## src/flvt_pkg.sv

```systemverilog
// Shared types and constants for the AVC-to-FLV video tag packetizer.
package flvt_pkg;

	localparam int SPS_MAX_DEF     = 40;
	localparam int LENGTH_BITS_DEF = 24;

	localparam int SPS_LEN_W  = 6;   // holds the largest SPS_MAX
	localparam int SPS_ADDR_W = 6;
	localparam int PLEN_W     = 32;  // payload length field of a tag
	localparam int SIZE_W     = 25;
	localparam int Q_DEPTH    = 4;

	// command codes passed from front to back
	localparam logic [2:0] CMD_REC_HDR = 3'd0;  // 13 fixed bytes of the config record
	localparam logic [2:0] CMD_REC_SPS = 3'd1;  // stored SPS bytes
	localparam logic [2:0] CMD_REC_LEN = 3'd2;  // PPS count and PPS length
	localparam logic [2:0] CMD_FRM_HDR = 3'd3;  // 9-byte coded frame header
	localparam logic [2:0] CMD_BYTE    = 3'd4;  // one pass-through byte

	localparam logic [4:0] NAL_IDR = 5'd5;
	localparam logic [4:0] NAL_SPS = 5'd7;
	localparam logic [4:0] NAL_PPS = 5'd8;

	localparam logic [7:0] TAG_KEY_AVC    = 8'h17;
	localparam logic [7:0] TAG_INTER_AVC  = 8'h27;
	localparam logic [7:0] AVC_ONE        = 8'h01;
	localparam logic [7:0] AVC_LEN_SIZE   = 8'hFF;
	localparam logic [7:0] AVC_NUM_SPS    = 8'hE1;
	localparam logic [7:0] BYTE_ZERO      = 8'h00;

	localparam int REC_FIXED_BYTES = 16;
	localparam int FRM_HDR_BYTES   = 9;

	localparam logic       REC_KIND_CFG   = 1'b0;
	localparam logic       REC_KIND_FRAME = 1'b1;

	typedef struct packed {
		logic [2:0]            code;
		logic [7:0]            data;
		logic                  kind;
		logic                  last;
		logic                  idr;
		logic [SPS_LEN_W-1:0]  spsl;
		logic [PLEN_W-1:0]     plen;
	} cmd_t;

	typedef struct packed {
		logic                  en;
		logic [SPS_ADDR_W-1:0] addr;
		logic [7:0]            data;
	} store_wr_t;

	typedef struct packed {
		logic full;
		logic empty;
	} q_stat_t;

endpackage

```

## src/h264_nal_to_flv_video_tag_core.sv

```systemverilog
// Top level: H.264 NAL byte stream in, FLV AVC video tag bodies out.
//
// channel  dir  tdata                                  tuser                      tlast
// s_axis   in   [7:0] nal_byte, [31:8] nal_length      [4:0] nal_type, [5] first  last_byte
// m_axis   out  [7:0] body_byte, [32:8] body_size      [0] record_kind, [1] start tag_end
//
// One input byte per cycle while s_axis_tready is high; the back end sends one body byte
// per cycle while m_axis_tready is high. Header bursts (13 or 9 bytes) and the SPS copy
// (up to SPS_MAX bytes) fill the 4-entry command queue and hold s_axis_tready low.
// A byte that writes the SPS store waits until the command queue is empty.
// arst_n clears all control state; the SPS store itself is not cleared.
module h264_nal_to_flv_video_tag_core
	import flvt_pkg::*;
#(
	parameter int SPS_MAX     = SPS_MAX_DEF,
	parameter int LENGTH_BITS = LENGTH_BITS_DEF
) (
	input  logic        clk,
	input  logic        arst_n,
	input  logic        s_axis_tvalid,
	output logic        s_axis_tready,
	input  logic [31:0] s_axis_tdata,   // nal_byte, nal_length
	input  logic [5:0]  s_axis_tuser,   // nal_type, first_byte
	input  logic        s_axis_tlast,
	output logic        m_axis_tvalid,
	input  logic        m_axis_tready,
	output logic [39:0] m_axis_tdata,   // body_byte, body_size, zero fill
	output logic [1:0]  m_axis_tuser,   // record_kind, tag_start
	output logic        m_axis_tlast
);

	q_stat_t           q_stat;
	store_wr_t         store_wr;
	cmd_t              push_cmd, head;
	logic              push, pop;
	logic [7:0]        body_byte;
	logic              record_kind, tag_start, tag_end;
	logic [SIZE_W-1:0] body_size;

	flvt_front #(
		.SPS_MAX     (SPS_MAX),
		.LENGTH_BITS (LENGTH_BITS)
	) u_front (
		.clk        (clk),
		.arst_n     (arst_n),
		.in_valid   (s_axis_tvalid),
		.in_ready   (s_axis_tready),
		.nal_byte   (s_axis_tdata[7:0]),
		.nal_type   (s_axis_tuser[4:0]),
		.nal_length (s_axis_tdata[31:8]),
		.first_byte (s_axis_tuser[5]),
		.last_byte  (s_axis_tlast),
		.q_stat     (q_stat),
		.push       (push),
		.cmd        (push_cmd),
		.store_wr   (store_wr)
	);

	flvt_cmdq u_cmdq (
		.clk      (clk),
		.arst_n   (arst_n),
		.push     (push),
		.push_cmd (push_cmd),
		.pop      (pop),
		.head     (head),
		.stat     (q_stat)
	);

	flvt_back #(
		.SPS_MAX (SPS_MAX)
	) u_back (
		.clk         (clk),
		.arst_n      (arst_n),
		.store_wr    (store_wr),
		.head        (head),
		.q_empty     (q_stat.empty),
		.pop         (pop),
		.out_valid   (m_axis_tvalid),
		.out_ready   (m_axis_tready),
		.body_byte   (body_byte),
		.record_kind (record_kind),
		.tag_start   (tag_start),
		.tag_end     (tag_end),
		.body_size   (body_size)
	);

	assign m_axis_tdata = {7'd0, body_size, body_byte};
	assign m_axis_tuser = {tag_start, record_kind};
	assign m_axis_tlast = tag_end;

	// store must not change under a pending record
	a_store_quiet: assert property (@(posedge clk) disable iff (!arst_n)
		store_wr.en |-> q_stat.empty)
		else $error("SPS store written while commands pending");

	a_no_overflow: assert property (@(posedge clk) disable iff (!arst_n)
		push |-> !q_stat.full)
		else $error("command queue overflow");

	a_no_underflow: assert property (@(posedge clk) disable iff (!arst_n)
		pop |-> !q_stat.empty)
		else $error("command queue underflow");

	a_size_on_start: assert property (@(posedge clk) disable iff (!arst_n)
		m_axis_tvalid && !tag_start |-> body_size == '0)
		else $error("body size outside tag start");

endmodule

```

## src/flvt_front.sv

```systemverilog
// Front end: tracks NAL position, classifies bytes and issues tag commands.
module flvt_front
	import flvt_pkg::*;
#(
	parameter int SPS_MAX     = SPS_MAX_DEF,
	parameter int LENGTH_BITS = LENGTH_BITS_DEF
) (
	input  logic       clk,
	input  logic       arst_n,
	input  logic       in_valid,
	output logic       in_ready,
	input  logic [7:0] nal_byte,
	input  logic [4:0] nal_type,
	input  logic [23:0] nal_length,
	input  logic       first_byte,
	input  logic       last_byte,
	input  q_stat_t    q_stat,
	output logic       push,
	output cmd_t       cmd,
	output store_wr_t  store_wr
);

	localparam logic [LENGTH_BITS-1:0] L0 = '0;

	logic [LENGTH_BITS-1:0] pos_q, len_q;
	logic [4:0]             type_q;
	logic [2:0]             strip_q;
	logic [SPS_LEN_W-1:0]   spsl_q;
	logic                   spsv_q, drop_q;

	logic [LENGTH_BITS-1:0] len_in, e_len, e_pos, p_rec, p_frm;
	logic [4:0]             e_type;
	logic [2:0]             e_strip, new_strip;
	logic [SPS_LEN_W-1:0]   e_spsl;
	logic                   e_spsv, e_drop, sps_fits;
	logic                   active, acc, wr_cond, push_cond, drop_set, spsv_clr, strip_set;
	logic                   at_end;

	assign len_in   = LENGTH_BITS'(nal_length);
	assign sps_fits = (len_in > (L0 + 4)) && (len_in <= (L0 + LENGTH_BITS'(SPS_MAX + 4)));

	// values as seen after a first_byte has loaded the new NAL
	always_comb begin
		e_len   = first_byte ? len_in : len_q;
		e_type  = first_byte ? nal_type : type_q;
		e_pos   = first_byte ? L0 : pos_q;
		e_strip = first_byte ? 3'd4 : strip_q;
		e_spsl  = spsl_q;
		e_spsv  = spsv_q;
		e_drop  = first_byte ? 1'b0 : drop_q;
		if (first_byte && nal_type == NAL_SPS) begin
			e_spsl = sps_fits ? SPS_LEN_W'(len_in - 4) : '0;
			e_spsv = sps_fits;
		end
		if (first_byte && nal_type == NAL_PPS)
			e_drop = !(spsv_q && len_in > (L0 + 4));
	end

	assign active    = e_pos < e_len;
	assign at_end    = e_pos == e_len - 1;
	assign p_rec     = e_len - LENGTH_BITS'(4);
	assign new_strip = (nal_byte == BYTE_ZERO) ? 3'd4 : 3'd3;
	assign p_frm     = e_len - LENGTH_BITS'(new_strip);

	always_comb begin
		wr_cond   = 1'b0;
		push_cond = 1'b0;
		drop_set  = 1'b0;
		spsv_clr  = 1'b0;
		strip_set = 1'b0;
		cmd       = '0;
		cmd.spsl  = e_spsl;
		if (active && !e_drop) begin
			if (e_type == NAL_SPS) begin
				wr_cond = (e_pos >= L0 + 4) && ((e_pos - 4) < LENGTH_BITS'(e_spsl));
			end else if (e_type == NAL_PPS) begin
				cmd.plen = PLEN_W'(p_rec);
				cmd.kind = REC_KIND_CFG;
				if (e_pos == L0) begin
					cmd.code  = CMD_REC_HDR;
					push_cond = 1'b1;
					spsv_clr  = 1'b1;
				end else if (e_pos == L0 + 1) begin
					cmd.code  = CMD_REC_SPS;
					push_cond = e_spsl != '0;
				end else if (e_pos == L0 + 2) begin
					cmd.code  = CMD_REC_LEN;
					push_cond = 1'b1;
				end else if (e_pos >= L0 + 4) begin
					cmd.code  = CMD_BYTE;
					cmd.data  = nal_byte;
					cmd.last  = at_end;
					push_cond = 1'b1;
				end
			end else begin
				cmd.kind = REC_KIND_FRAME;
				if (e_pos == L0 + 2) begin
					strip_set = 1'b1;
					if (e_len < LENGTH_BITS'(new_strip)) begin
						drop_set = 1'b1;
					end else begin
						cmd.code  = CMD_FRM_HDR;
						cmd.idr   = e_type == NAL_IDR;
						cmd.plen  = PLEN_W'(p_frm);
						push_cond = 1'b1;
					end
				end else if (e_pos > L0 + 2 && e_pos >= LENGTH_BITS'(e_strip)) begin
					cmd.code  = CMD_BYTE;
					cmd.data  = nal_byte;
					cmd.last  = at_end;
					push_cond = 1'b1;
				end
			end
		end
	end

	// SPS writes wait until the back end no longer reads the store
	assign in_ready = !q_stat.full && !(wr_cond && !q_stat.empty);
	assign acc      = in_valid && in_ready;
	assign push     = acc && push_cond;

	assign store_wr.en   = acc && wr_cond;
	assign store_wr.addr = SPS_ADDR_W'(e_pos - 4);
	assign store_wr.data = nal_byte;

	always_ff @(posedge clk or negedge arst_n) begin
		if (!arst_n) begin
			pos_q   <= '0;
			len_q   <= '0;
			type_q  <= '0;
			strip_q <= 3'd4;
			spsl_q  <= '0;
			spsv_q  <= 1'b0;
			drop_q  <= 1'b0;
		end else if (acc) begin
			len_q   <= e_len;
			type_q  <= e_type;
			spsl_q  <= e_spsl;
			spsv_q  <= e_spsv && !spsv_clr;
			drop_q  <= e_drop || drop_set;
			strip_q <= strip_set ? new_strip : e_strip;
			if (active)
				pos_q <= last_byte ? e_len : e_pos + 1'b1;
			else
				pos_q <= e_pos;
		end
	end

endmodule

```

## src/flvt_cmdq.sv

```systemverilog
// Small command FIFO between the front and back ends.
module flvt_cmdq
	import flvt_pkg::*;
(
	input  logic    clk,
	input  logic    arst_n,
	input  logic    push,
	input  cmd_t    push_cmd,
	input  logic    pop,
	output cmd_t    head,
	output q_stat_t stat
);

	localparam int PW = $clog2(Q_DEPTH);
	localparam int CW = $clog2(Q_DEPTH + 1);

	cmd_t          slot_q [Q_DEPTH];
	logic [PW-1:0] wr_ptr_q, rd_ptr_q;
	logic [CW-1:0] cnt_q;

	assign head       = slot_q[rd_ptr_q];
	assign stat.full  = cnt_q == CW'(Q_DEPTH);
	assign stat.empty = cnt_q == '0;

	always_ff @(posedge clk) begin
		if (push)
			slot_q[wr_ptr_q] <= push_cmd;
	end

	always_ff @(posedge clk or negedge arst_n) begin
		if (!arst_n) begin
			wr_ptr_q <= '0;
			rd_ptr_q <= '0;
			cnt_q    <= '0;
		end else begin
			if (push)
				wr_ptr_q <= (wr_ptr_q == PW'(Q_DEPTH - 1)) ? '0 : wr_ptr_q + 1'b1;
			if (pop)
				rd_ptr_q <= (rd_ptr_q == PW'(Q_DEPTH - 1)) ? '0 : rd_ptr_q + 1'b1;
			if (push && !pop)
				cnt_q <= cnt_q + 1'b1;
			else if (pop && !push)
				cnt_q <= cnt_q - 1'b1;
		end
	end

endmodule

```

## src/flvt_back.sv

```systemverilog
// Back end: SPS store and expansion of commands into tag body bytes.
module flvt_back
	import flvt_pkg::*;
#(
	parameter int SPS_MAX = SPS_MAX_DEF
) (
	input  logic              clk,
	input  logic              arst_n,
	input  store_wr_t         store_wr,
	input  cmd_t              head,
	input  logic              q_empty,
	output logic              pop,
	output logic              out_valid,
	input  logic              out_ready,
	output logic [7:0]        body_byte,
	output logic              record_kind,
	output logic              tag_start,
	output logic              tag_end,
	output logic [SIZE_W-1:0] body_size
);

	localparam int AW    = $clog2(SPS_MAX);
	localparam int IDX_W = $clog2(SPS_MAX + 14);

	logic [7:0]        sps_mem [SPS_MAX];
	logic [IDX_W-1:0]  k_q;

	logic [7:0]        e_byte;
	logic              e_mem, e_start, e_end, e_last;
	logic [AW-1:0]     e_raddr;
	logic [SIZE_W-1:0] e_size;

	logic              valid_s1, mem_s1, kind_s1, start_s1, end_s1;
	logic [7:0]        byte_s1, rd_s1;
	logic [SIZE_W-1:0] size_s1;

	logic              out_valid_q, kind_q, start_q, end_q;
	logic [7:0]        byte_q;
	logic [SIZE_W-1:0] size_q;

	logic              move_out, load_s1;

	// element k of the command at the queue head
	always_comb begin
		e_byte  = BYTE_ZERO;
		e_mem   = 1'b0;
		e_raddr = '0;
		e_start = 1'b0;
		e_end   = 1'b0;
		e_last  = 1'b0;
		e_size  = '0;
		unique case (head.code)
			CMD_REC_HDR: begin
				e_last = k_q == IDX_W'(12);
				e_size = SIZE_W'(REC_FIXED_BYTES) + SIZE_W'(head.spsl) + SIZE_W'(head.plen);
				case (int'(k_q))
					0: begin
						e_byte  = TAG_KEY_AVC;
						e_start = 1'b1;
					end
					5:       e_byte = AVC_ONE;
					6, 7, 8: begin
						// profile, compatibility, level
						e_mem   = 1'b1;
						e_raddr = AW'(k_q - IDX_W'(5));
					end
					9:       e_byte = AVC_LEN_SIZE;
					10:      e_byte = AVC_NUM_SPS;
					12:      e_byte = 8'(head.spsl);
					default: e_byte = BYTE_ZERO;
				endcase
			end
			CMD_REC_SPS: begin
				e_last  = k_q == IDX_W'(head.spsl) - 1'b1;
				e_mem   = 1'b1;
				e_raddr = AW'(k_q);
			end
			CMD_REC_LEN: begin
				e_last = k_q == IDX_W'(2);
				case (int'(k_q))
					0:       e_byte = AVC_ONE;
					1:       e_byte = head.plen[15:8];
					default: e_byte = head.plen[7:0];
				endcase
			end
			CMD_FRM_HDR: begin
				e_last = k_q == IDX_W'(8);
				e_size = SIZE_W'(FRM_HDR_BYTES) + SIZE_W'(head.plen);
				case (int'(k_q))
					0: begin
						e_byte  = head.idr ? TAG_KEY_AVC : TAG_INTER_AVC;
						e_start = 1'b1;
					end
					1:       e_byte = AVC_ONE;
					5:       e_byte = head.plen[31:24];
					6:       e_byte = head.plen[23:16];
					7:       e_byte = head.plen[15:8];
					8: begin
						e_byte = head.plen[7:0];
						e_end  = head.plen == '0;
					end
					default: e_byte = BYTE_ZERO;
				endcase
			end
			CMD_BYTE: begin
				e_last = 1'b1;
				e_byte = head.data;
				e_end  = head.last;
			end
			default: e_last = 1'b1;
		endcase
		if (!e_start)
			e_size = '0;
	end

	assign move_out = valid_s1 && (!out_valid_q || out_ready);
	assign load_s1  = !q_empty && (!valid_s1 || move_out);
	assign pop      = load_s1 && e_last;

	always_ff @(posedge clk) begin
		if (store_wr.en)
			sps_mem[store_wr.addr[AW-1:0]] <= store_wr.data;
		if (load_s1)
			rd_s1 <= sps_mem[e_raddr];
	end

	always_ff @(posedge clk) begin
		if (load_s1) begin
			byte_s1  <= e_byte;
			mem_s1   <= e_mem;
			kind_s1  <= head.kind;
			start_s1 <= e_start;
			end_s1   <= e_end;
			size_s1  <= e_size;
		end
		if (move_out) begin
			byte_q  <= mem_s1 ? rd_s1 : byte_s1;
			kind_q  <= kind_s1;
			start_q <= start_s1;
			end_q   <= end_s1;
			size_q  <= size_s1;
		end
	end

	always_ff @(posedge clk or negedge arst_n) begin
		if (!arst_n) begin
			k_q         <= '0;
			valid_s1    <= 1'b0;
			out_valid_q <= 1'b0;
		end else begin
			if (load_s1)
				k_q <= e_last ? '0 : k_q + 1'b1;
			if (load_s1)
				valid_s1 <= 1'b1;
			else if (move_out)
				valid_s1 <= 1'b0;
			if (move_out)
				out_valid_q <= 1'b1;
			else if (out_ready)
				out_valid_q <= 1'b0;
		end
	end

	assign out_valid   = out_valid_q;
	assign body_byte   = byte_q;
	assign record_kind = kind_q;
	assign tag_start   = start_q;
	assign tag_end     = end_q;
	assign body_size   = size_q;

endmodule
```

## config.mk

```make
export PLATFORM = sky130hd
export DESIGN_NAME = h264_nal_to_flv_video_tag_core
export DESIGN_NICKNAME = d
export VERILOG_FILES = /design/src/flvt_pkg.sv /design/src/h264_nal_to_flv_video_tag_core.sv /design/src/flvt_front.sv /design/src/flvt_cmdq.sv /design/src/flvt_back.sv
export SDC_FILE = /design/constraint.sdc
export NUM_CORES = 1
export LEC_CHECK = 0
export BUFFER_PORTS_ARGS = -buffer_cell sky130_fd_sc_hd__clkbuf_2
export CORE_MARGIN = 2
export CORE_UTILIZATION = 53
export DETAILED_ROUTE_END_ITERATION = 12
export PLACE_DENSITY = 0.82
export SETUP_SLACK_MARGIN = 0.15
export SLEW_MARGIN = 20
export SYNTH_ARGS = -nofsm -noshare
export SYNTH_HDL_FRONTEND = slang
export SYNTH_HIERARCHICAL = 1
export SYNTH_SLANG_ARGS = --single-unit
```

## constraint.sdc

```tcl
create_clock -name clk -period 5.3 [get_ports clk]
set_clock_uncertainty 0.2 [all_clocks]
set_input_delay 0.53 -clock clk [delete_from_list [all_inputs] [get_ports clk]]
set_output_delay 0.53 -clock clk [all_outputs]
set_load 0.02 [all_outputs]
```

==> impl_table.tex, run 1 <==
\begin{tabular}{lr}
\hline
Metric & Value \\
\hline
\multicolumn{2}{l}{\textbf{Global routing}} \\
\quad Overall routing resource usage & 0.2850 \\
\quad Pin count of the biggest net entering global routing & 90 \\
\quad Via count of the first global-routing pass & about 24000 \\
\quad Grt total ovfl & 0 \\
\quad Number of antenna violations at the first check in global routing & 0 \\
\quad Global-route wire length before repair & between 100000 and 150000 um \\
\multicolumn{2}{l}{\textbf{Yosys}} \\
\quad Flip-flop cell with the highest count after synthesis & sky130\_fd\_sc\_hd\_\_edfxtp\_1 \\
\quad Synthesized area per cell & around 12 sq um \\
\quad Fraction of registers with async set or reset after synthesis & 0.1148 \\
\quad Flip-flop and latch count after synthesis & around 690 \\
\quad Post-synthesis instance area & 0.03366 sq mm \\
\quad Post-synth top area cell & sky130\_fd\_sc\_hd\_\_edfxtp\_1 \\
\quad Yosys synthesis warning count & 6 \\
\quad Share of the synthesized area in the top cell type & 0.5433 \\
\quad Leading post-synthesis cells by cell area & sky130\_fd\_sc\_hd\_\_edfxtp\_1 54\%, sky130\_fd\_sc\_hd\_\_dfrtp\_1 5.8\%, sky130\_fd\_sc\_hd\_\_nand2\_1 3.5\% \\
\quad Instance count of the mapped netlist & 2729 \\
\quad Count of different cell masters after synthesis & 100 \\
\quad Post-synth EDFFs & about 610 \\
\quad Most instantiated cells after synthesis & 609 x sky130\_fd\_sc\_hd\_\_edfxtp\_1, 315 x sky130\_fd\_sc\_hd\_\_nand2\_1, 209 x sky130\_fd\_sc\_hd\_\_nor2\_1 \\
\quad Sequential cell area fraction in the yosys report & 0.6021 \\
\quad Cell with the most instances after synthesis & sky130\_fd\_sc\_hd\_\_edfxtp\_1 \\
\multicolumn{2}{l}{\textbf{Critical path}} \\
\quad Max stage delay on crit path & 0.53 ns \\
\quad Signal arrival time at the worst endpoint & between 4 and 5 ns \\
\quad Count of cell instances traversed by the critical path & 18 \\
\quad Max FO, Critical Path & 3 \\
\quad Max stage delay cell, worst path & sky130\_fd\_sc\_hd\_\_dlygate4sd3\_1 \\
\quad R2r endpoint & u\_back/rd\_s1[1] \\
\quad Class of the most critical setup path & in2out \\
\quad Worst r2r src & u\_cmdq/rd\_ptr\_q[0] \\
\quad Critical path buffers and inverters & 5 \\
\quad Cell depth of the worst flop-to-flop path & 12 \\
\quad Worst path required time & about 4.6 ns \\
\quad Cell-by-cell listing of the critical path & dlygate4sd3\_1, clkbuf\_2, and4bb\_2, nand3\_2, nand3b\_1, or2\_4, o21a\_1, ha\_1, a22oi\_1, nand3\_1, or4\_4, nor4\_4, buf\_4, nand3\_1, buf\_4, nor2\_2, nor2\_1, buf\_4 \\
\quad Type of destination of the critical path & output port \\
\quad Library cell appearing most often on the critical path & sky130\_fd\_sc\_hd\_\_buf\_4 \\
\quad Crit path launch type & input port \\
\quad Kind of cell adding the most delay to the critical path & simple AND/OR/NAND/NOR gates \\
\quad Reg-to-reg setup timing slack & about 0.39 ns \\
\multicolumn{2}{l}{\textbf{STA}} \\
\quad Period Utilization, post-route & 0.9391 \\
\quad Count of endpoints failing setup in the final report & 0 \\
\quad Actual slew at the worst max-slew pin & between 0.9 and 1 ns \\
\quad Minimum clock period & between 4 and 5 ns \\
\quad RSZ-0062 raised after global routing & false \\
\quad Max-slew headroom at the worst pin & 0.3341 \\
\quad Maximum clock frequency & 200.9 MHz \\
\quad Final Max Slew Viols & 0 \\
\quad Number of failing hold endpoints at the final stage & 0 \\
\multicolumn{2}{l}{\textbf{Floorplanning}} \\
\quad Effective utilization at floorplan & 0.5346 \\
\quad Number of top-level pins & 88 \\
\quad Number of core rows & 92 \\
\quad Floorplan die area & 0.06554 sq mm \\
\quad Floorplan die height & approximately 260 um \\
\quad Area of the core & approximately 0.063 sq mm \\
\quad X dimension of the die & between 200 and 300 um \\
\multicolumn{2}{l}{\textbf{Clock tree}} \\
\quad Clock slew seen by the registers of the worst setup and hold paths & 0.06 ns \\
\quad Cell at the root of the clock tree & sky130\_fd\_sc\_hd\_\_clkbuf\_16 \\
\quad Buffer levels on the longest clock path & 3 \\
\quad Clock latency on the worst-skew pair & around 0.62 ns \\
\quad Total clock sinks & between 600 and 700 \\
\quad Clock tree from TritonCTS & yes \\
\quad H-tree Lvls & 3 \\
\quad TritonCTS Buffers & 69 \\
\multicolumn{2}{l}{\textbf{Place}} \\
\quad Half-perimeter wire length after detailed placement & 64660 um \\
\quad Total instance count after detailed placement & around 3700 \\
\quad Global placer's final weighted congestion & between 0.9 and 1 \\
\quad Number of buffers added on ports & 80 \\
\multicolumn{2}{l}{\textbf{Layout}} \\
\quad Final cell count without fillers & roughly 3800 \\
\quad Utilization after layout & 0.6072 \\
\quad P\&R area growth vs syn & 13.59\% \\
\quad Layout cell share with drive strength beyond 1 & 0.1864 \\
\quad Nets@finish & a little over 3000 \\
\multicolumn{2}{l}{\textbf{Hold path}} \\
\quad Hold Startpoint & s\_axis\_tuser[0] \\
\quad Path class of the lowest-slack min-delay path & in2reg \\
\quad Hold depth & 2 \\
\quad Endpoint of the worst hold path & u\_front/type\_q[0] \\
\multicolumn{2}{l}{\textbf{Run}} \\
\quad Max-Cap Viols & 0 \\
\multicolumn{2}{l}{\textbf{Routing}} \\
\quad Average wire per standard cell & about 25 um \\
\quad Number of antenna-violating nets in the routed design & 0 \\
\quad Via count of the routed design & 24880 \\
\quad Number of detailed-routing iterations run before antenna repair & 6 \\
\quad Iteration-0 DRC count of the detailed router & 3552 \\
\quad Via count normalized by instance count & $\sim$6.5 \\
\quad DRC Markers & 0 \\
\quad Final wirelength & 95060 um \\
\multicolumn{2}{l}{\textbf{Pwr}} \\
\quad Total power density per cell area & between 400 and 500 mW/mm\^{}2 \\
\quad Overall power & approximately 19 mW \\
\quad Worst-case vdd ir drop & around 240 uV \\
\quad Leakage component of the power & $\sim$14 nW \\
\multicolumn{2}{l}{\textbf{Run status}} \\
\quad Outcome & finished, final reports clean \\
\hline
\end{tabular}
## cells by family (layout without fill, tap and decap cells)
kind of cell / count (synthesis) / count (layout) / share of synthesized area
AOI/OAI and AO/OA: 544 / 544 / 0.1126
xor gates and xnor gates: 61 / 61 / 0.01587
adders and majority gates: 76 / 76 / 0.02892
buffers and inverters: 245 / 475 / 0.03870
DFF: 688 / 688 / 0.6021
muxes: 129 / 129 / 0.05951
other: 2 / 16 / 0.0002231
and+or+nand+nor: 984 / 984 / 0.1421
## worst max path at each step
stage                startpoint                    end  slack (ns)
5_1_grt         s_axis_tuser[2]          s_axis_tready        0.16
4_1_cts         s_axis_tuser[2]          s_axis_tready        0.16
3_3_place_gp   s_axis_tdata[18]  u_back/sps_mem[32][7]       -0.20
6_report        s_axis_tuser[2]          s_axis_tready        0.32
2_1_floorplan  s_axis_tdata[21]  u_back/sps_mem[23][0]        0.13
3_5_place_dp   s_axis_tdata[21]  u_back/sps_mem[26][2]       -0.17
## power by group
group	total (mW)	leakage [nW]	switching (mW)	internal, mW
clock network	4.75	1.07	2.07	2.68
registers	7.40	6.53	0.574	6.83
logic	6.52	6.22	4.10	2.42
total	18.7	13.8	6.74	11.9
## cell type report
class	instances	area (sq um)
tap	846	1059
clock inverter	36	301.5
fill	4661	24730
timing repair buffer	287	2167
multi-input combinational	1809	12310
inverter	63	237.7
antenna	1	2.502
clock buffer	89	1884
sequential	688	20270
## routing by layer
layer | part of all wire | GRT usage | wire length, um
met1 | 0.38 | 0.3753 | 36120
met2 | 0.47 | 0.4598 | 44860
met3 | 0.11 | 0.05853 | 9983
met4 | 0.043 | 0.1262 | 4095
met5 | 0 | 0 | 0
## sequential cells by signal, indices dropped and copies added, names as in the netlist, 2 cells and up
name / count
u_front/type_q: 5
u_cmdq/wr_ptr_q: 2
u_back/byte_s1: 8
u_cmdq/rd_ptr_q: 2
u_back/size_s1: 25
u_back/k_q: 6
u_back/sps_mem: 320
u_back/body_size: 25
u_front/pos_q: 24
u_back/body_byte: 8
u_back/rd_s1: 8
u_front/len_q: 24
u_cmdq/cnt_q: 3
u_front/spsl_q: 6
u_front/strip_q: 3
u_cmdq/slot_q: 208
## repair_timing
item	in CTS	in global routing
gates resized for setup	0	7
hold buffers	4	0
setup endpoints to repair	0	83
buffers inserted	0	2
hold endpoints to repair	37	0
## through the flow
step / cell area (sq um) / hold slack, ns / TNS (ns) / setup slack, ns
5_1_grt: 38230 / 0.04787 / 0 / 0.1581
3_5_place_dp: 35940 / 0.2045 / -26.73 / -0.1724
2_1_floorplan: 33840 / 0.03441 / 0 / 0.1261
3_3_place_gp: 35940 / 0.2035 / -28.51 / -0.1959
6_report: 38230 / 0.05182 / 0 / 0.3229
4_1_cts: 38170 / 0.01391 / 0 / 0.1606
## cells in the final DEF (no fill, tap or decap), types with 15 or more instances in the layout
cell type,n
sky130_fd_sc_hd__edfxtp_1,609
sky130_fd_sc_hd__nand2_1,315
sky130_fd_sc_hd__buf_4,191
sky130_fd_sc_hd__nor2_1,191
sky130_fd_sc_hd__a21oi_1,154
sky130_fd_sc_hd__nand3_1,125
sky130_fd_sc_hd__clkbuf_2,77
sky130_fd_sc_hd__dfrtp_1,76
sky130_fd_sc_hd__ha_1,72
sky130_fd_sc_hd__clkbuf_16,71
sky130_fd_sc_hd__o21ai_0,65
sky130_fd_sc_hd__inv_1,61
sky130_fd_sc_hd__nor3_1,57
sky130_fd_sc_hd__and3_1,50
sky130_fd_sc_hd__mux2i_1,49
sky130_fd_sc_hd__mux4_2,48
sky130_fd_sc_hd__xnor2_1,41
sky130_fd_sc_hd__a22oi_1,40
sky130_fd_sc_hd__nor4_1,31
sky130_fd_sc_hd__a211oi_1,28
sky130_fd_sc_hd__a31oi_1,27
sky130_fd_sc_hd__nand4_1,25
sky130_fd_sc_hd__nand2b_1,23
sky130_fd_sc_hd__nor2b_1,23
sky130_fd_sc_hd__mux2_2,21
sky130_fd_sc_hd__a22o_1,20
sky130_fd_sc_hd__xor2_1,20
sky130_fd_sc_hd__or3_1,19
sky130_fd_sc_hd__a21o_1,19
sky130_fd_sc_hd__and2_1,18
sky130_fd_sc_hd__or2_2,17
sky130_fd_sc_hd__conb_1,15
sky130_fd_sc_hd__clkinv_2,15
## worst reg2reg max path, cell delays in order (launching register included)
cell	delay (ns)
sky130_fd_sc_hd__dfrtp_4	0.62
sky130_fd_sc_hd__mux4_1	0.78
sky130_fd_sc_hd__nor3_4	0.25
sky130_fd_sc_hd__nand2_1	0.41
sky130_fd_sc_hd__o31a_2	0.65
sky130_fd_sc_hd__buf_4	0.23
sky130_fd_sc_hd__buf_4	0.20
sky130_fd_sc_hd__mux2i_1	0.18
sky130_fd_sc_hd__a22oi_1	0.25
sky130_fd_sc_hd__o2bb2ai_1	0.19
sky130_fd_sc_hd__nor4_1	0.09
sky130_fd_sc_hd__buf_4	0.18
sky130_fd_sc_hd__a211oi_1	0.41
No activity file was read; power rests on OpenSTA's default activity.
==> run 2: changes to the inputs <==
Settings changed: PLACE_DENSITY 0.82 to 0.78.
==> run 2 against run 1 <==
Effect of this change: register-to-register slack got worse by 0.24 ns; clock-buffer cell count shrank 5; first-iteration DRC count up 12%; wire length is 0.48% lower; die area is the same; final cell count up 0.26%.
==> impl_table.tex, run 2 (synthesis gave the netlist of run 1 again) <==
\begin{tabular}{lr}
\hline
Metric & Value \\
\hline
\multicolumn{2}{l}{\textbf{Critical path}} \\
\quad Reg-to-reg setup timing slack & 0.15 ns (-0.24 ns) \\
\quad Crit path launch type & flop \\
\quad Class of the most critical setup path & reg2reg \\
\quad Signal arrival time at the worst endpoint & 5.25 ns (+1.00 ns) \\
\quad Cell depth of the worst flop-to-flop path & 11 (-1) \\
\quad Type of destination of the critical path & flop \\
\quad Worst r2r src & u\_cmdq/rd\_ptr\_q[0] \\
\quad Worst path required time & 5.40 ns (+0.83 ns) \\
\quad Beginning of the critical path & u\_cmdq/rd\_ptr\_q[0] \\
\quad Max FO, Critical Path & 19 (+16) \\
\quad R2r endpoint & u\_back/rd\_s1[6] \\
\multicolumn{2}{l}{\textbf{STA}} \\
\quad Count of endpoints failing setup in the final report & 0 (unchanged) \\
\quad RSZ-0062 raised after global routing & true \\
\quad Maximum clock frequency & 194.1 MHz (-3.4\%) \\
\quad Minimum clock period & 5.153 ns (+0.1757 ns) \\
\quad Actual slew at the worst max-slew pin & 1.097 ns (+0.1001 ns) \\
\quad Period Utilization, post-route & 0.9722 (+0.03315) \\
\quad Number of failing hold endpoints at the final stage & 0 (unchanged) \\
\quad Final Max Slew Viols & 0 (unchanged) \\
\quad Fin Hold WS & 0.04881 ns (-0.003015 ns) \\
\quad Max-slew headroom at the worst pin & 0.2669 (-0.06716) \\
\multicolumn{2}{l}{\textbf{Floorplanning}} \\
\quad Area of the core & 0.06297 sq mm (unchanged) \\
\quad Floorplan die height & 256.0 um (unchanged) \\
\quad Floorplan die area & 0.06554 sq mm (unchanged) \\
\quad X dimension of the die & 256.0 um (unchanged) \\
\quad Number of core rows & 92 (unchanged) \\
\quad Effective utilization at floorplan & 0.5346 (unchanged) \\
\quad Number of top-level pins & 88 (unchanged) \\
\multicolumn{2}{l}{\textbf{Clock tree}} \\
\quad Cell at the root of the clock tree & sky130\_fd\_sc\_hd\_\_clkbuf\_16 \\
\quad H-tree Lvls & 3 (unchanged) \\
\quad Clock slew seen by the registers of the worst setup and hold paths & 0.06 ns (about the same) \\
\quad Clock tree from TritonCTS & yes \\
\quad Buffer levels on the longest clock path & 3 (unchanged) \\
\quad Total clock sinks & 688 (unchanged) \\
\quad TritonCTS Buffers & 72 (+4.3\%) \\
\quad Clock latency on the worst-skew pair & 0.63 ns (about the same) \\
\multicolumn{2}{l}{\textbf{Routing}} \\
\quad Number of detailed-routing iterations run before antenna repair & 10 (+4) \\
\quad Via count normalized by instance count & 6.467 (-0.73\%) \\
\quad Iteration-0 DRC count of the detailed router & 3970 (+12\%) \\
\quad Via count of the routed design & 24760 (-0.47\%) \\
\quad Average wire per standard cell & 24.71 um (-0.74\%) \\
\quad Final wirelength & 94600 um (-0.48\%) \\
\quad Number of antenna-violating nets in the routed design & 0 (unchanged) \\
\quad DRC Markers & 0 (unchanged) \\
\multicolumn{2}{l}{\textbf{Hold path}} \\
\quad Path class of the lowest-slack min-delay path & in2reg \\
\quad Hold depth & 4 (+2) \\
\quad Hold Startpoint & m\_axis\_tready \\
\quad Endpoint of the worst hold path & u\_back/valid\_s1 \\
\multicolumn{2}{l}{\textbf{Global routing}} \\
\quad Number of antenna violations at the first check in global routing & 5 (+5) \\
\quad Overall routing resource usage & 0.2833 (-0.001713) \\
\quad Grt total ovfl & 0 (unchanged) \\
\quad Pin count of the biggest net entering global routing & 98 (+8.9\%) \\
\quad Global-route wire length before repair & 142900 um (-0.93\%) \\
\quad Via count of the first global-routing pass & 24040 (-1.2\%) \\
\multicolumn{2}{l}{\textbf{Layout}} \\
\quad Most used cells in the layout excluding fill and tap cells & 609 x sky130\_fd\_sc\_hd\_\_edfxtp\_1, 315 x sky130\_fd\_sc\_hd\_\_nand2\_1, 191 x sky130\_fd\_sc\_hd\_\_nor2\_1, 189 x sky130\_fd\_sc\_hd\_\_buf\_4, 154 x sky130\_fd\_sc\_hd\_\_a21oi\_1 \\
\quad Commonest non-fill, non-tap cell in the layout & sky130\_fd\_sc\_hd\_\_edfxtp\_1 \\
\quad Utilization after layout & 0.6125 (+0.005226) \\
\quad Final cell count without fillers & 3829 (+0.26\%) \\
\quad Nets@finish & 3042 (+0.16\%) \\
\quad P\&R area growth vs syn & 14.57\% \\
\quad Number of flip-flops in the largest register & 320 (unchanged) \\
\quad Layout cell share with drive strength beyond 1 & 0.1889 (+0.002456) \\
\multicolumn{2}{l}{\textbf{Pwr}} \\
\quad Leakage component of the power & 13.94 nW (+0.90\%) \\
\quad Total power density per cell area & 497.7 mW/mm\^{}2 (+1.9\%) \\
\quad Overall power & 19.19 mW (+2.8\%) \\
\quad Worst-case vdd ir drop & 271.8 uV (+13\%) \\
\multicolumn{2}{l}{\textbf{Place}} \\
\quad Global placer's final weighted congestion & 0.9964 (+3.3\%) \\
\quad Half-perimeter wire length after detailed placement & 64190 um (-0.73\%) \\
\quad Total instance count after detailed placement & 3689 (+0.054\%) \\
\quad Number of buffers added on ports & 80 (unchanged) \\
\multicolumn{2}{l}{\textbf{Run status}} \\
\quad Outcome & finished, final reports clean \\
\multicolumn{2}{l}{\textbf{Run}} \\
\quad Max-Cap Viols & 0 (unchanged) \\
\hline
\end{tabular}
[run 2: changes by cell type in the layout (fill, tap and decap cells not counted), sizes merged]
cell / previous run / this run
bufinv: 3 / 9
clkbuf: 166 / 162
dlygate4sd3: 4 / 5
clkinvlp: 4 / 8
diode: 1 / 2
clkinv: 26 / 22
inv: 66 / 72
[run 2: layout make-up]
| type | count | area [sq um] |
|---|---|---|
| clock buffers | 84 | 1867 |
| inverters | 63 | 236.5 |
| diodes | 2 | 5.005 |
| multi-input cells | 1809 | 12330 |
| flip-flops and latches | 688 | 20270 |
| well taps | 846 | 1059 |
| clock inverters | 48 | 596.8 |
| fillers | 4758 | 24400 |
| repair buffers | 289 | 2200 |
[run 2: stage by stage]
| stage | setup WS, ns | cell area, sq um | TNS [ns] |
|---|---|---|---|
| floorplan | 0.1261 | 33840 | 0 |
| global placement | -0.1873 | 35990 | -26.73 |
| detailed placement | -0.2554 | 35990 | -36.32 |
| CTS | 0.1641 | 38510 | 0 |
| global route | 0.06779 | 38560 | 0 |
| finish | 0.1472 | 38560 | 0 |
[run 2: worst max-delay path: stages, from the launching register on]
cell	delay (ns)
sky130_fd_sc_hd__dfrtp_4	0.65
sky130_fd_sc_hd__mux4_1	0.84
sky130_fd_sc_hd__nor3_4	0.28
sky130_fd_sc_hd__nand2_1	0.22
sky130_fd_sc_hd__buf_4	0.25
sky130_fd_sc_hd__o31ai_4	0.43
sky130_fd_sc_hd__buf_4	0.27
sky130_fd_sc_hd__mux2i_1	0.23
sky130_fd_sc_hd__a22o_1	0.17
sky130_fd_sc_hd__o22ai_1	0.09
sky130_fd_sc_hd__a2111oi_1	0.94
sky130_fd_sc_hd__a211oi_1	0.25
[run 2: routing by layer]
metal / wire [um] / vias up / global-route usage / part of all wire
met5: 32 / - / 0 / 0.00034
met4: 3927 / 4 / 0.1173 / 0.042
met3: 9819 / 273 / 0.05070 / 0.10
met2: 43740 / 1658 / 0.4497 / 0.46
met1: 37080 / 12100 / 0.3880 / 0.39
li1: - / 10730 / - / -
[run 2: worst max path at each step]
stage                            end  slack (ns)  cells after the start
2_1_floorplan  u_back/sps_mem[23][0]        0.13                     14
3_3_place_gp         u_cmdq/cnt_q[1]       -0.19                     21
3_5_place_dp         u_cmdq/cnt_q[1]       -0.26                     21
4_1_cts                s_axis_tready        0.16                     17
5_1_grt                s_axis_tready        0.07                     17
6_report             u_back/rd_s1[6]        0.15                     11
[run 2: power by group]
part           switching, mW  internal (mW)  leakage, nW
registers              0.538           6.83         6.53
logic                   4.15           2.42         6.24
clock network           2.22           3.03         1.17
[run 2: timing repair]
action	CTS	global route
pin swaps	0	2
setup buffers	0	1
endpoints found under the hold margin	33	0
hold buffers	5	0
gates resized for setup	1	10
endpoints found under the setup margin	1	215
